## src/sv/vpd_pkg.sv

```systemverilog
// vpd_pkg: shared types and constants for the vision packet deframer
// no dependencies; imported by vpd_frame, vpd_outbuf and the top level
package vpd_pkg;

  localparam logic [7:0] HdrFirst  = 8'hAA;
  localparam logic [7:0] HdrSecond = 8'hAE;
  localparam logic [7:0] Trailer   = 8'hAC;
  localparam logic [7:0] NegXMark  = 8'hB2;
  localparam logic [7:0] NegYMark  = 8'hC2;

  localparam int unsigned StoreDepth = 10;
  localparam int unsigned StoreIdxW  = $clog2(StoreDepth);
  localparam int unsigned IdxW       = 4;
  localparam int unsigned ResW       = 50;
  localparam int unsigned TdataOutW  = ((ResW + 7) / 8) * 8;

  typedef enum logic [1:0] {
    PH_HUNT = 2'd0,
    PH_HDR2 = 2'd1,
    PH_DATA = 2'd2,
    PH_TAIL = 2'd3
  } phase_e;

  typedef struct packed {
    logic signed [8:0] delta_y;
    logic signed [8:0] delta_x;
    logic [15:0]       pos_y;
    logic [15:0]       pos_x;
  } res_t;

  function automatic logic signed [8:0] signed_mag9(input logic [7:0] mag, input logic neg);
    logic signed [8:0] v;
    v = $signed({1'b0, mag});
    return neg ? -v : v;
  endfunction

endpackage

```

## src/sv/vpd_frame.sv

```systemverilog
// vpd_frame: header hunt, payload capture, check byte test and decode hold
// depends on vpd_pkg
module vpd_frame #(
  parameter int unsigned PAYLOAD_BYTES = 11
) (
  input  logic          clk_i,
  input  logic          rst_ni,
  input  logic          byte_valid_i,
  input  logic [7:0]    byte_i,
  output logic          res_valid_o,
  output vpd_pkg::res_t res_o
);
  import vpd_pkg::*;

  localparam logic [IdxW-1:0] LastIdx = IdxW'(PAYLOAD_BYTES - 1);

  phase_e          phase_q, phase_d;
  logic [IdxW-1:0] idx_q, idx_d;
  logic [7:0]      store_q [StoreDepth];
  res_t            hold_q;

  logic last_byte;
  logic store_we;
  logic decode_en;

  assign last_byte = (idx_q == LastIdx);

  // next state
  always_comb begin
    phase_d = phase_q;
    idx_d   = idx_q;
    if (byte_valid_i) begin
      case (phase_q)
        PH_HUNT: begin
          if (byte_i == HdrFirst) phase_d = PH_HDR2;
        end
        PH_HDR2: begin
          if (byte_i == HdrSecond) begin
            phase_d = PH_DATA;
            idx_d   = '0;
          end
        end
        PH_DATA: begin
          if (last_byte) begin
            idx_d   = '0;
            phase_d = (byte_i == Trailer) ? PH_TAIL : PH_HUNT;
          end else begin
            idx_d = idx_q + 1'b1;
          end
        end
        PH_TAIL: begin
          if (byte_i == Trailer) phase_d = PH_HUNT;
        end
        default: phase_d = PH_HUNT;
      endcase
    end
  end

  // outputs
  always_comb begin
    store_we    = 1'b0;
    decode_en   = 1'b0;
    res_valid_o = 1'b0;
    case (phase_q)
      PH_DATA: begin
        store_we  = byte_valid_i && (idx_q < IdxW'(StoreDepth));
        decode_en = byte_valid_i && last_byte && (byte_i == Trailer);
      end
      PH_TAIL: begin
        res_valid_o = byte_valid_i && (byte_i == Trailer);
      end
      default: ;
    endcase
  end

  always_ff @(posedge clk_i or negedge rst_ni) begin
    if (!rst_ni) begin
      phase_q <= PH_HUNT;
      idx_q   <= '0;
    end else begin
      phase_q <= phase_d;
      idx_q   <= idx_d;
    end
  end

  always_ff @(posedge clk_i) begin
    if (store_we) store_q[idx_q[StoreIdxW-1:0]] <= byte_i;
    if (decode_en) begin
      hold_q.pos_x   <= {store_q[1], store_q[0]};
      hold_q.pos_y   <= {store_q[3], store_q[2]};
      hold_q.delta_x <= signed_mag9(store_q[4], store_q[8] == NegXMark);
      hold_q.delta_y <= signed_mag9(store_q[6], store_q[9] == NegYMark);
    end
  end

  assign res_o = hold_q;

endmodule

```

## src/sv/vpd_outbuf.sv

```systemverilog
// vpd_outbuf: result register with one skid entry toward the output stream
// depends on vpd_pkg
module vpd_outbuf (
  input  logic          clk_i,
  input  logic          rst_ni,
  input  logic          push_i,
  input  vpd_pkg::res_t push_data_i,
  output logic          room_o,
  output logic          out_valid_o,
  input  logic          out_ready_i,
  output vpd_pkg::res_t out_data_o
);
  import vpd_pkg::*;

  logic out_valid_q, out_valid_d;
  logic skid_valid_q, skid_valid_d;
  res_t out_q, out_d;
  res_t skid_q, skid_d;
  logic pop;

  assign pop    = out_valid_q && out_ready_i;
  assign room_o = !skid_valid_q;

  always_comb begin
    out_valid_d  = out_valid_q;
    skid_valid_d = skid_valid_q;
    out_d        = out_q;
    skid_d       = skid_q;
    if (skid_valid_q) begin
      if (pop) begin
        out_d        = skid_q;
        skid_valid_d = 1'b0;
      end
    end else if (push_i) begin
      if (!out_valid_q || pop) begin
        out_d       = push_data_i;
        out_valid_d = 1'b1;
      end else begin
        skid_d       = push_data_i;
        skid_valid_d = 1'b1;
      end
    end else if (pop) begin
      out_valid_d = 1'b0;
    end
  end

  always_ff @(posedge clk_i or negedge rst_ni) begin
    if (!rst_ni) begin
      out_valid_q  <= 1'b0;
      skid_valid_q <= 1'b0;
    end else begin
      out_valid_q  <= out_valid_d;
      skid_valid_q <= skid_valid_d;
    end
  end

  always_ff @(posedge clk_i) begin
    out_q  <= out_d;
    skid_q <= skid_d;
  end

  assign out_valid_o = out_valid_q;
  assign out_data_o  = out_q;

endmodule

```

## src/sv/vision_packet_deframer.sv

```systemverilog
// vision_packet_deframer: one received byte per request, one decoded result per packet
// result: registered once the closing trailer byte request is accepted
// throughput: one byte per cycle; s_axis_tready drops only when both the
// result register and its skid entry hold undelivered results
// reset: asynchronous active low, parser back to hunting the first header, output empty
module vision_packet_deframer #(
  parameter int unsigned PAYLOAD_BYTES = 11
) (
  input  logic        clk_i,
  input  logic        rst_ni,
  input  logic        s_axis_tvalid,
  output logic        s_axis_tready,
  input  logic [7:0]  s_axis_tdata,   // [7:0] rx_byte
  output logic        m_axis_tvalid,
  input  logic        m_axis_tready,
  output logic [55:0] m_axis_tdata    // [15:0] pos_x, [31:16] pos_y, [40:32] delta_x,
                                      // [49:41] delta_y, [55:50] zero
);
  import vpd_pkg::*;

  logic byte_valid;
  logic res_valid;
  res_t res;
  res_t out_res;

  assign byte_valid = s_axis_tvalid && s_axis_tready;

  vpd_frame #(
    .PAYLOAD_BYTES(PAYLOAD_BYTES)
  ) u_frame (
    .clk_i       (clk_i),
    .rst_ni      (rst_ni),
    .byte_valid_i(byte_valid),
    .byte_i      (s_axis_tdata),
    .res_valid_o (res_valid),
    .res_o       (res)
  );

  vpd_outbuf u_outbuf (
    .clk_i      (clk_i),
    .rst_ni     (rst_ni),
    .push_i     (res_valid),
    .push_data_i(res),
    .room_o     (s_axis_tready),
    .out_valid_o(m_axis_tvalid),
    .out_ready_i(m_axis_tready),
    .out_data_o (out_res)
  );

  assign m_axis_tdata = {(TdataOutW - ResW)'(0), out_res};

endmodule

```

## config.mk

```make
export PLATFORM = sky130hd
export DESIGN_NAME = vision_packet_deframer
export DESIGN_NICKNAME = d
export VERILOG_FILES = /design/src/sv/vpd_pkg.sv /design/src/sv/vpd_frame.sv /design/src/sv/vpd_outbuf.sv /design/src/sv/vision_packet_deframer.sv
export SDC_FILE = /design/constraint.sdc
export NUM_CORES = 1
export LEC_CHECK = 0
export BUFFER_PORTS_ARGS = -buffer_cell sky130_fd_sc_hd__buf_2
export CORE_MARGIN = 8
export CORE_UTILIZATION = 40
export CTS_CLUSTER_DIAMETER = 60
export DETAILED_ROUTE_END_ITERATION = 16
export PLACE_DENSITY_LB_ADDON = 0.25
export RECOVER_POWER = 100
export SYNTH_ARGS = -nofsm -noshare
export SYNTH_HDL_FRONTEND = slang
export SYNTH_HIERARCHICAL = 1
export SYNTH_SLANG_ARGS = --single-unit
```

## constraint.sdc

```tcl
create_clock -name clk_i -period 6.1 [get_ports clk_i]
set_input_delay 0.61 -clock clk_i [delete_from_list [all_inputs] [get_ports clk_i]]
set_output_delay 0.61 -clock clk_i [all_outputs]
set_load 0.1 [all_outputs]
```

Word level (Yosys, flattened, before mapping) --
Memory sizes are Yosys's and may differ from the RTL's. A register that Yosys moved wholly into a read port is not among the register bits. Index checks and enable logic that the tools add are counted.
Storage, ports and cells: flip-flop bits (word level) 126, bits in writable memories 80, input bits 12, output and inout port bits 58, word-level logic and storage cells 84, memories 1
Memory list:
- u_frame.store_q | depth 10, width 8, rd ports 8, clocked after memory_dff 4, wr ports 1, RTL line vpd_frame.sv:19 | logic [7:0] store_q [StoreDepth];
Cells by class: add/sub/neg operators 3, magnitude comparators 1, equality and inequality tests 15, mux-type cells 27, bitwise gates (word level) 2, reductions and logical operators 19
Operator list (count):
- $mux W50 | 4
- $eq A8 B8 Y1 const B | 5
- $neg A8 Y9 | 2
- $mux W8 | 2
- $mux W1 | 12
- $reduce_and A3 Y1 | 4
- $mux W2 | 5
- $ne A2 B1 Y1 const B | 5
- $mux W4 | 2
- $pmux W2 S4 | 1
- $pmux W4 S2 | 1
- $reduce_bool A2 Y1 | 4
- $logic_and A1 B1 Y1 | 6
- $reduce_and A5 Y1 | 1
- $add A4 B1 Y4 const B | 1
- $eq A2 B2 Y1 const B | 2
- $eq A4 B4 Y1 const B | 1
- $lt A4 B4 Y1 const B | 1
- $eq A2 B1 Y1 const B | 1
- $logic_not A1 Y1 | 2
- $logic_not A2 Y1 | 1
- $ne A2 B2 Y1 const B | 1
- $not A1 Y1 | 2
- $logic_or A1 B1 Y1 | 1

Depth between registers and ports, before layout --
Gate-level depths: netlist of run 1.
depth in word-level cells 6, mapped depth 9, depth with buffers taken out 6

Cells and area by module --
The synthesis of run 1 kept the hierarchy.
Modules (own cells, without submodules):
- vpd_frame | times used 1, cells an instance 237, area each 4326.6 µm², sequential area each 3573.4 µm²
- vpd_outbuf | times used 1, cells an instance 167, area each 3867.5 µm², sequential area each 3052.9 µm²
- vision_packet_deframer | times used 1, cells an instance 8, area each 55.1 µm², sequential area each 0.0 µm²

Worst setup path before layout of run 1 --
Ideal clock, no wire load.
path kind register -> register, from register u_outbuf.skid_valid_q, to register u_frame/res_o[0] (netlist name), library setup time 0.519 ns, arrival 4.925 ns, data required time 5.581 ns, slack 0.656 ns, cell stages (with the launch flop) 8, buffers on the path 3, period minus slack after synthesis 5.444 ns, cell sequence dfrtp_1 buf_6 buf_6 inv_2 and2_1 buf_2 nand3_1 nor3_1
On the way: word-level cells in the longest chain between the ends 5
RTL lines:
- from (decl) | RTL line vpd_outbuf.sv:16 | logic skid_valid_q, skid_valid_d;
- from (signal assigned) | RTL line vpd_outbuf.sv:53 | skid_valid_q <= skid_valid_d;
- $logic_not A1 Y1 | RTL line vpd_outbuf.sv:22 | assign room_o = !skid_valid_q;
- via s_axis_tready | RTL line vision_packet_deframer.sv:12 | output logic s_axis_tready,
- $logic_and A1 B1 Y1 | RTL line vision_packet_deframer.sv:26 | assign byte_valid = s_axis_tvalid && s_axis_tready;
- via byte_valid | RTL line vision_packet_deframer.sv:21 | logic byte_valid;
- $logic_and A1 B1 Y1 (2 in a row) | RTL line vpd_frame.sv:67 | decode_en = byte_valid_i && last_byte && (byte_i == Trailer);
- $mux W1 | RTL line vpd_frame.sv:64 | case (phase_q)
- via u_frame.decode_en | RTL line vpd_frame.sv:24 | logic decode_en;
The timed path passes the listed nets, and every way through them passes these cells. A chain may end at the register's enable or synchronous reset.

Final worst setup path of run 1 --
from input port s_axis_tdata[5], to register u_frame.hold_q, in the netlist u_frame/res_o[32], enable pin
On the way: word-level cells in the longest chain between the ends 3
RTL lines:
- from (decl) | RTL line vision_packet_deframer.sv:13 | input logic [7:0] s_axis_tdata,
- $eq A8 B8 Y1 | RTL line vpd_frame.sv:67
- $logic_and A1 B1 Y1 | RTL line vpd_frame.sv:67
- $mux W1 | RTL line vpd_frame.sv:64
- via u_frame.decode_en | RTL line vpd_frame.sv:24
- to (decl) | RTL line vpd_frame.sv:20 | res_t hold_q;
The timed path passes the listed nets, and every way through them passes these cells.

==> results of run 1 <==
placed cells by master, fill, tap and decap left out, types with 5 or more instances in the layout:
| cell | n |
|---|---|
| conb_1 | 6 |
| mux2_1 | 34 |
| xnor2_1 | 8 |
| inv_1 | 6 |
| edfxtp_1 | 214 |
| nor2_1 | 16 |
| nor3_1 | 7 |
| nand2_1 | 13 |
| dfrtp_1 | 7 |
| o31ai_1 | 5 |
| mux2_2 | 15 |
| nand2b_1 | 5 |
| clkbuf_16 | 23 |
| clkbuf_1 | 70 |
area by class of cell:
class,count,area (µm²),area share [%]
Clock buffer,30,602,6.50
Clock inverter,8,60.1,0.648
Tap cell,270,338,3.65
Timing Repair Buffer,69,279,3.01
Inverter,6,22.5,0.243
Sequential cell,222,6630,71.5
Multi-Input combinational cell,171,1340,14.4
routing by layer:
layer | vias up | track usage (%) | wire length [µm]
met3 | 19 | 2.69 | 746
li1 | 1754 | - | -
met4 | 0 | 3.34 | 263
met1 | 1827 | 13.7 | 6450
met5 | - | 0 | 0
met2 | 116 | 16.8 | 6110
timing repair:
item,CTS,global route
hold buffers,1,0
buffers inserted,0,0
hold endpoints to repair,8,0
worst paths after layout:
| kind | cells past startpoint | slack [ns] | to | startpoint |
|---|---|---|---|---|
| worst min-delay path | 0 | 0.42 | u_frame/res_o[12] | u_frame/store_q[1][4] |
| min in group asynchronous | 2 | 0.59 | u_frame/phase_q[1] | rst_ni |
| worst max register to register | 5 | 3.24 | u_frame/res_o[32] | u_outbuf/skid_valid_q |
| worst max-delay path | 5 | 3.11 | u_frame/res_o[32] | s_axis_tdata[5] |
| max in group asynchronous | 2 | 5.16 | u_outbuf/skid_valid_q | rst_ni |
| worst min register to register | 0 | 0.42 | u_frame/res_o[12] | u_frame/store_q[1][4] |
sequential cells by signal (all words and copies together), names as in the netlist:
| signal | count |
|---|---|
| u_frame/idx_q | 4 |
| u_frame/phase_q | 2 |
| u_frame/res_o | 50 |
| u_frame/store_q | 64 |
| u_outbuf/out_data_o | 50 |
| u_outbuf/out_valid_o | 1 |
| u_outbuf/skid_q | 50 |
| u_outbuf/skid_valid_q | 1 |
cells in the mapped netlist (2+ instances only):
master | n | area [µm²]
o21ai_1 | 2 | 10.0
dfrtp_1 | 8 | 200
or3_1 | 2 | 12.5
buf_4 | 6 | 45.0
mux2_2 | 15 | 169
buf_2 | 4 | 20.0
nand3b_1 | 3 | 22.5
a21oi_1 | 4 | 20.0
xnor2_1 | 8 | 70.1
mux2_4 | 35 | 526
nor3_1 | 7 | 35.0
nor4b_2 | 2 | 30.0
o21ai_0 | 2 | 10.0
xor2_1 | 4 | 35.0
ha_1 | 2 | 25.0
clkbuf_1 | 3 | 11.3
o31a_1 | 2 | 17.5
nand2_1 | 13 | 48.8
buf_6 | 5 | 56.3
nand2b_1 | 5 | 31.3
a22o_1 | 3 | 26.3
a21o_1 | 2 | 15.0
nand3_1 | 4 | 20.0
nor2_1 | 16 | 60.1
o2bb2ai_1 | 2 | 17.5
nand4_1 | 4 | 25.0
edfxtp_1 | 214 | 6430
inv_1 | 5 | 18.8
nor4b_1 | 2 | 17.5
o31ai_1 | 5 | 37.5
and2_1 | 3 | 18.8
nor2b_1 | 4 | 25.0
nor3b_1 | 2 | 15.0
stage by stage:
step           utilization (%)  cells
5_1_grt                   45.8    776
6_report                  45.8    776
2_1_floorplan                -    417
4_1_cts                   47.0    776
3_3_place_gp              43.7    737
3_5_place_dp              43.7    737
cell families after synthesis:
group / synth area share [%]
DFF: 80.3
and+or+nand+nor: 5.52
muxes: 8.42
AOI/OAI and AO/OA: 2.23
buffers and inverters: 1.88
xor gates and xnor gates: 1.27
adders and majority gates: 0.303
other: 0.0455
where the power goes:
group          internal, mW  switching (mW)
logic               0.00591          0.0363
registers              1.65         0.00253
clock network         0.730           0.514
==> results.cfg, run 1 <==
[worst_setup_path]
worst_ep_arrival_time_ns = 3.08
worst-path-buf-inv = 2
worstPathCellList = clkbuf_1, nor4b_1, nand4_1, nor3_1, clkbuf_1
cp_top_family = buffers and inverters
crit_required_ns = 6.19
worstSetupEndpointType = flop
start_kind = input pin
critPathMaxFanout = 26
cpMaxStageDelayCell = clkbuf_1
cp_slowest_stage_delay_ns = 1.09
path_class = in -> reg
crit_path_frequent_cell = clkbuf_1

[yosys]
async_flop_share_pct = 3.60
synthCells = 412
ys_types = 47
ys_warn_count = 6
synth_area_per_cell_um2 = 20.0
synth_flop_cell = edfxtp_1
synth_seq_cells = 222
synth_edf_count = 214
syn_area_um2 = 8250
synth_seq_area_share_pct = 80.3

[final_layout]
drive_gt1_share_pct = 10.7
stdcell_area_um2 = 9260
layout.nets = 507
syn_to_final_growth_pct = 12.3
fill_cells = 1739
diodes = 0

[die]
rows = 52
ioPinCount = 70
start_util_pct = 40.8
die-area_um2 = 25500
core_area_um2 = 20200
die_h_um = 160
die_w_um = 160

[sta]
setup_slack_ns = 3.11
finalHoldViolations = 0
period_share_pct = 49.0
fmax_mhz = 335
finalSetupTns_ns = 0
finalWorstPathRequiredPeriod_ns = 2.99
setup_viol = 0
fin_skew_ns = 0.00753
slew_violations = 0
holdWs_ns = 0.416
rsz0062_at_grt = false
max_slew_margin_pct = 3.09
worst_pin_slew_ns = 1.45

[drt]
wl_per_cell_um = 17.5
drc = 0
drtAntennaViolNets = 0
dr.first_iter.drc_count = 233
wirelength_um = 13600
viasPerCell = 4.79
first_pass_iters = 5
vias = 3716

[placement]
dpl_cell_area_um2 = 8830
io_buffers = 63
gp_congestion = 0.840
place_hpwl_um = 8550
post-place-ws_ns = 3.20

[global_routing]
antenna_found_initial = 0
grt_max_degree = 56
grt_first_pass_wirelength_um = 21600
grt_pass1_vias = 3921
grt_overflow = 0
grt_use_total_pct = 10.5

[cts]
root_buffer = clkbuf_16
clkTransAtPathRegs_ns = 0.05
cts_inserted_buffers = 23
ctsHtreeMaxLevel = 1
clock_path_buffers = 3
cts_sinks = 222
clk_latency_ns = 0.49
cts_tree = done
cts.repair.resized = 0

[power]
irDropWorstVdd_v = 0.000170
finalPower_mw = 2.94
leakage_nw = 2.91
powerDensity_nw_per_um2 = 318

[worst_hold_path]
hp-class = reg -> reg

[flow_run]
max-cap-violations = 0

[run_status]
status = finished clean
Note: power is estimated with default switching activity, not from simulation.
==> run 2: changes to the inputs <==
--- a/config.mk
+++ b/config.mk
@@ -5,6 +5,7 @@
 export SDC_FILE = /design/constraint.sdc
 export NUM_CORES = 1
 export LEC_CHECK = 0
+export ABC_AREA = 1
 export BUFFER_PORTS_ARGS = -buffer_cell sky130_fd_sc_hd__buf_2
 export CORE_MARGIN = 8
 export CORE_UTILIZATION = 40
==> constraint.sdc (replaced) <==
create_clock -name clk_i -period 2.8 [get_ports clk_i]
set_input_delay 0.28 -clock clk_i [delete_from_list [all_inputs] [get_ports clk_i]]
set_output_delay 0.28 -clock clk_i [all_outputs]
set_load 0.1 [all_outputs]
==> run 2 against run 1 <==
Compared with the run above: clock-buffer cell count shrank 3; total power grew 130%; critical path depth up 3; die area increased by 0.16%; final area is 1.5% higher; synthesized area is 0.18% higher; sequential cell count did not move.
==> results.cfg, run 2 <==
[drt]
wirelength_um = 15200
viasPerCell = 4.63
drtAntennaViolNets = 0
first_pass_iters = 5
wl_per_cell_um = 16.1
drc = 0
vias = 4386
dr.first_iter.drc_count = 285

[yosys]
syn_area_um2 = 8260
synth_top_area_cell = edfxtp_1
ys_warn_count = 6
synth_top_family_by_area = simple AND/OR/NAND/NOR gates
synth_edf_count = 214
ys_types = 28
synth.most_common_cell = edfxtp_1
synth-simple-area-share_pct = 13.3
synth_flop_cell = edfxtp_1
synth-xor-area-share_pct = 1.27
async_flop_share_pct = 3.60
synth_seq_cells = 222
synth_adder_area_share_pct = 0.303
synth_area_per_cell_um2 = 14.4
synth-compound-area-share_pct = 1.01
synth_seq_area_share_pct = 80.2
synth_mux_area_share_pct = 0
synth.top_cells.by_area = edfxtp_1 78%, nand2_1 8.4%, dfrtp_1 2.4%, inv_1 1.7%, nor2_1 1.4%
synthCells = 574
ys_top_cells_by_count = 214 x edfxtp_1, 185 x nand2_1, 38 x inv_1
synth_top_area_share_pct = 77.8

[worst_setup_path]
cpMaxStageDelayCell = clkbuf_4
r2r_cells = 8
critPathMaxFanout = 31
setup.worst_path.end = u_outbuf/skid_q[47]
crit_required_ns = 2.95
worst_ep_arrival_time_ns = 2.59
reg2reg_to = u_outbuf/skid_q[47]
path_class = reg -> reg
cp_slowest_stage_delay_ns = 0.49
worstSetupStartpoint = u_outbuf/skid_valid_q
worstSetupEndpointType = flop
worstPathCellList = clkinvlp_2, nand2_1, inv_1, inv_1, nor3_1, nand2_1, nor2_4, clkbuf_4
start_kind = flop
r2r_start = u_outbuf/skid_valid_q
rrSetupSlack_ns = 0.36

[sta]
slew_violations = 0
worst_pin_slew_ns = 1.21
rsz0062_at_grt = false
finalWorstPathRequiredPeriod_ns = 2.44
period_share_pct = 87.2
holdWs_ns = 0.0994
finalSetupTns_ns = 0
setup_slack_ns = 0.359
max_slew_margin_pct = 20.0
finalHoldViolations = 0
setup_viol = 0
fmax_mhz = 410
fin_skew_ns = 0.0126

[power]
irDropWorstVdd_v = 0.000368
leakage_nw = 3.37
powerDensity_nw_per_um2 = 708
internal_power_mw = 5.23
switching_power_mw = 1.43
comb_power_share_pct = 4.4
p_seq_share_pct = 55.7
p_clk_share_pct = 39.9
swShare_pct = 21.4

[global_routing]
antenna_found_initial = 0
grt_use_total_pct = 11.9
grt_first_pass_wirelength_um = 24400
grt_pass1_vias = 4505
grt_overflow = 0
grt_max_degree = 54

[die]
die_w_um = 160
rows = 52
core_area_um2 = 20200
die_h_um = 160
die-area_um2 = 25500
ioPinCount = 70
start_util_pct = 40.8

[cts]
clock_path_buffers = 3
clk_latency_ns = 0.51
cts_sinks = 222
clkTransAtPathRegs_ns = 0.06
ctsHtreeMaxLevel = 1
cts_tree = done
cts_inserted_buffers = 23
cts.repair.resized = 0
root_buffer = clkbuf_16
postCtsSetupRepairBufs = 0

[final_layout]
final_cell_mix = 214 x edfxtp_1, 192 x nand2_1, 68 x clkbuf_1, 39 x inv_1, 35 x nor2_1
diodes = 0
largest_reg_flops = 64
syn_to_final_growth_pct = 13.8
layout.nets = 675
layout_commonest_cell = edfxtp_1
drive_gt1_share_pct = 7.39
fill_cells = 1779

[placement]
place_hpwl_um = 10500
gp_congestion = 0.793
post-place-ws_ns = 0.443
io_buffers = 63

[flow_run]
max-cap-violations = 0

[worst_hold_path]
hp-class = in -> reg

[run_status]
status = finished clean
-- run 2: how the worst min path moves through the flow --
| stage | start | to | slack, ns | depth (start not counted) |
|---|---|---|---|---|
| after floorplan | rst_ni | u_frame/idx_q[0] | -0.02 | 0 |
| after global placement | rst_ni | u_frame/phase_q[0] | 0.14 | 1 |
| after detailed placement | rst_ni | u_frame/phase_q[1] | 0.14 | 1 |
| after CTS | s_axis_tdata[5] | u_frame/store_q[4][5] | 0.07 | 1 |
| after global routing | m_axis_tready | u_outbuf/skid_valid_q | 0.11 | 4 |
| final | m_axis_tready | u_outbuf/skid_valid_q | 0.1 | 4 |
-- run 2: cell type report --
type	instances	area, µm²	area share, %
Clock inverter	14	67.6	0.718
Timing Repair Buffer	74	323	3.43
Sequential cell	222	6630	70.4
Tap cell	270	338	3.59
Multi-Input combinational cell	298	1300	13.8
Clock buffer	27	591	6.28
Inverter	42	159	1.69
-- run 2: cell families (layout without fill, tap and decap cells) --
kind of cell               count (synthesis)  after routing
adders and majority gates                  2              2
and+or+nand+nor                          263            263
AOI/OAI and AO/OA                         15             15
DFF                                      222            222
other                                      1              6
xor gates and xnor gates                  12             12
buffers and inverters                     59            157
-- run 2: what timing repair did --
action,4_1_cts,5_1_grt
hold buffers,1,0
hold endpoints to repair,8,0
endpoints found under the setup margin,0,0
-- run 2: through the flow --
stage / instance area [µm²] / instances / util [%] / total power, mW
5_1_grt: 9410 / 947 / 46.5 / 6.90
4_1_cts: 9570 / 947 / 47.3 / 6.76
2_1_floorplan: 8310 / 579 / - / 4.00
6_report: 9410 / 947 / 46.5 / 6.66
3_3_place_gp: 8900 / 905 / 44.0 / 4.07
3_5_place_dp: 8900 / 905 / 44.0 / 4.10
-- run 2: critical path: cells and delay by family (launching register included) --
family	cells	cell delay, ns
flops	1	0.39
buf+inv	4	0.83
simple gates	4	0.85
-- run 2: power groups by stage --
stage / Clock (mW) / Sequential [mW] / Combinational, mW
2_1_floorplan: 0 / 3.77 / 0.233
3_3_place_gp: 0 / 3.78 / 0.290
3_5_place_dp: 0 / 3.79 / 0.310
4_1_cts: 2.73 / 3.72 / 0.313
5_1_grt: 2.86 / 3.71 / 0.326
6_report: 2.65 / 3.71 / 0.294
-- run 2: layer usage --
layer | track usage, % | share of wire [%] | wire length (µm)
met1 | 14.5 | 43 | 6600
met4 | 4.50 | 2.5 | 382
met5 | 0 | 0 | 0
met3 | 2.21 | 4.6 | 701
met2 | 20.6 | 50 | 7550
==> run 3: changes to the inputs <==
--- a/config.mk
+++ b/config.mk
@@ -7,6 +7,8 @@
 export LEC_CHECK = 0
 export ABC_AREA = 1
 export BUFFER_PORTS_ARGS = -buffer_cell sky130_fd_sc_hd__buf_2
+export CELL_PAD_IN_SITES_DETAIL_PLACEMENT = 0
+export CELL_PAD_IN_SITES_GLOBAL_PLACEMENT = 2
 export CORE_MARGIN = 8
 export CORE_UTILIZATION = 40
 export CTS_CLUSTER_DIAMETER = 60
==> run 3 against run 2 <==
Compared with the run above: via count is 2.2% lower; sequential cell count stayed put; utilization is 0.75 points higher; critical path type unchanged.
==> results.cfg, run 3 (same netlist as run 2, synthesis figures left out) <==
[worst_setup_path]
cpMaxStageDelayCell = clkbuf_4
crit_required_ns = 2.95
start_kind = flop
path_class = reg -> reg
cp.depth = 8
worstPathCellList = inv_6, nand2_1, inv_1, inv_1, nor3_1, nand2_1, nor2_4, clkbuf_4
r2r_cells = 8
worst_ep_arrival_time_ns = 2.57
worstSetupEndpointType = flop
rrSetupSlack_ns = 0.38
cp_top_family = buffers and inverters
critPathMaxFanout = 35
cp_slowest_stage_delay_ns = 0.43
worst-path-buf-inv = 4

[global_routing]
grt_overflow = 0
grt_first_pass_wirelength_um = 24000
antenna_found_initial = 0
grt_use_total_pct = 11.7
grt_pass1_vias = 4449
grt_max_degree = 53

[worst_hold_path]
min_delay_path_depth = 4
hp-class = in -> reg

[die]
die_h_um = 160
rows = 52
die_w_um = 160
ioPinCount = 70
core_area_um2 = 20200
start_util_pct = 40.8
die-area_um2 = 25500

[sta]
max_slew_margin_pct = 20.4
finalSetupTns_ns = 0
worst_pin_slew_ns = 1.20
slew_violations = 0
setup_viol = 0
holdWs_ns = 0.117
finalHoldViolations = 0
period_share_pct = 86.6
fmax_mhz = 413
fin_skew_ns = 0.0198
finalWorstPathRequiredPeriod_ns = 2.42
setup_slack_ns = 0.376
rsz0062_at_grt = false

[placement]
place_hpwl_um = 10100
gp_congestion = 0.839
post-place-ws_ns = 0.394
dpl.cell_count = 907
io_buffers = 63

[cts]
clkTransAtPathRegs_ns = 0.06
cts_inserted_buffers = 24
cts.repair.resized = 0
cts_tree = done
clock_path_buffers = 3
ctsHtreeMaxLevel = 1
cts_sinks = 222
clk_latency_ns = 0.50
root_buffer = clkbuf_16

[drt]
wirelength_um = 14900
drc = 0
first_pass_iters = 4
drtAntennaViolNets = 0
viasPerCell = 4.51
dr.first_iter.drc_count = 292
vias = 4291
wl_per_cell_um = 15.7

[final_layout]
largest_reg_flops = 64
drive_gt1_share_pct = 10.3
layout_commonest_cell = edfxtp_1
final_cell_mix = 214 x edfxtp_1, 186 x nand2_1, 65 x clkbuf_1, 38 x inv_1, 32 x nor2_1
fill_cells = 1780
syn_to_final_growth_pct = 15.7
layout.nets = 678
final_cell_count_no_fill = 951
diodes = 0

[power]
irDropWorstVdd_v = 0.000443
leakage_nw = 3.44
finalPower_mw = 6.98
powerDensity_nw_per_um2 = 730

[run_status]
status = finished clean

[flow_run]
max-cap-violations = 0
[run 3: repair_timing]
item | in CTS | in global routing
hold buffers | 1 | 0
hold endpoints to repair | 8 | 0
buffers inserted | 0 | 0
setup endpoints to repair | 0 | 0
[run 3: worst register-to-register path: stages, from the launching register on]
cell      delay (ns)
dfrtp_1         0.42
inv_6           0.22
nand2_1         0.09
inv_1           0.14
inv_1           0.10
nor3_1          0.36
nand2_1         0.16
nor2_4          0.12
clkbuf_4        0.43
[run 3: layout make-up]
type | instances | area, µm² | share of cell area, %
flip-flops and latches | 222 | 6630 | 69.3
multi-input cells | 298 | 1350 | 14.1
clock buffers | 25 | 626 | 6.55
well taps | 270 | 338 | 3.53
repair buffers | 76 | 329 | 3.44
inverters | 42 | 163 | 1.70
clock inverters | 18 | 130 | 1.36
[run 3: per-stage QoR]
step	area, µm²	utilization [%]
6_report	9560	47.2
5_1_grt	9560	47.2
4_1_cts	9680	47.9
3_5_place_dp	8920	44.1
3_3_place_gp	8920	44.1
2_1_floorplan	8310	-
[run 3: power by group]
| group | switching, mW | internal (mW) |
|---|---|---|
| logic | 0.232 | 0.0773 |
| clock network | 1.22 | 1.72 |
| registers | 0.0583 | 3.66 |
| total | 1.51 | 5.46 |
[run 3: path summary, 6_finish.rpt]
path                                         end             startpoint
max                          u_outbuf/skid_q[18]  u_outbuf/skid_valid_q
min                        u_outbuf/skid_valid_q          m_axis_tready
max reg2reg                  u_outbuf/skid_q[18]  u_outbuf/skid_valid_q
min reg2reg                     u_frame/res_o[0]  u_frame/store_q[0][0]
max in group asynchronous     u_frame/phase_q[0]                 rst_ni
min in group asynchronous   u_outbuf/out_valid_o                 rst_ni
[run 3: routing by layer]
layer	share of wire, %	up-vias	GRT usage [%]
li1	-	2130	-
met1	43	2061	14.4
met2	50	82	20.2
met3	5.2	18	2.83
met4	1.3	0	3.43
met5	0	-	0
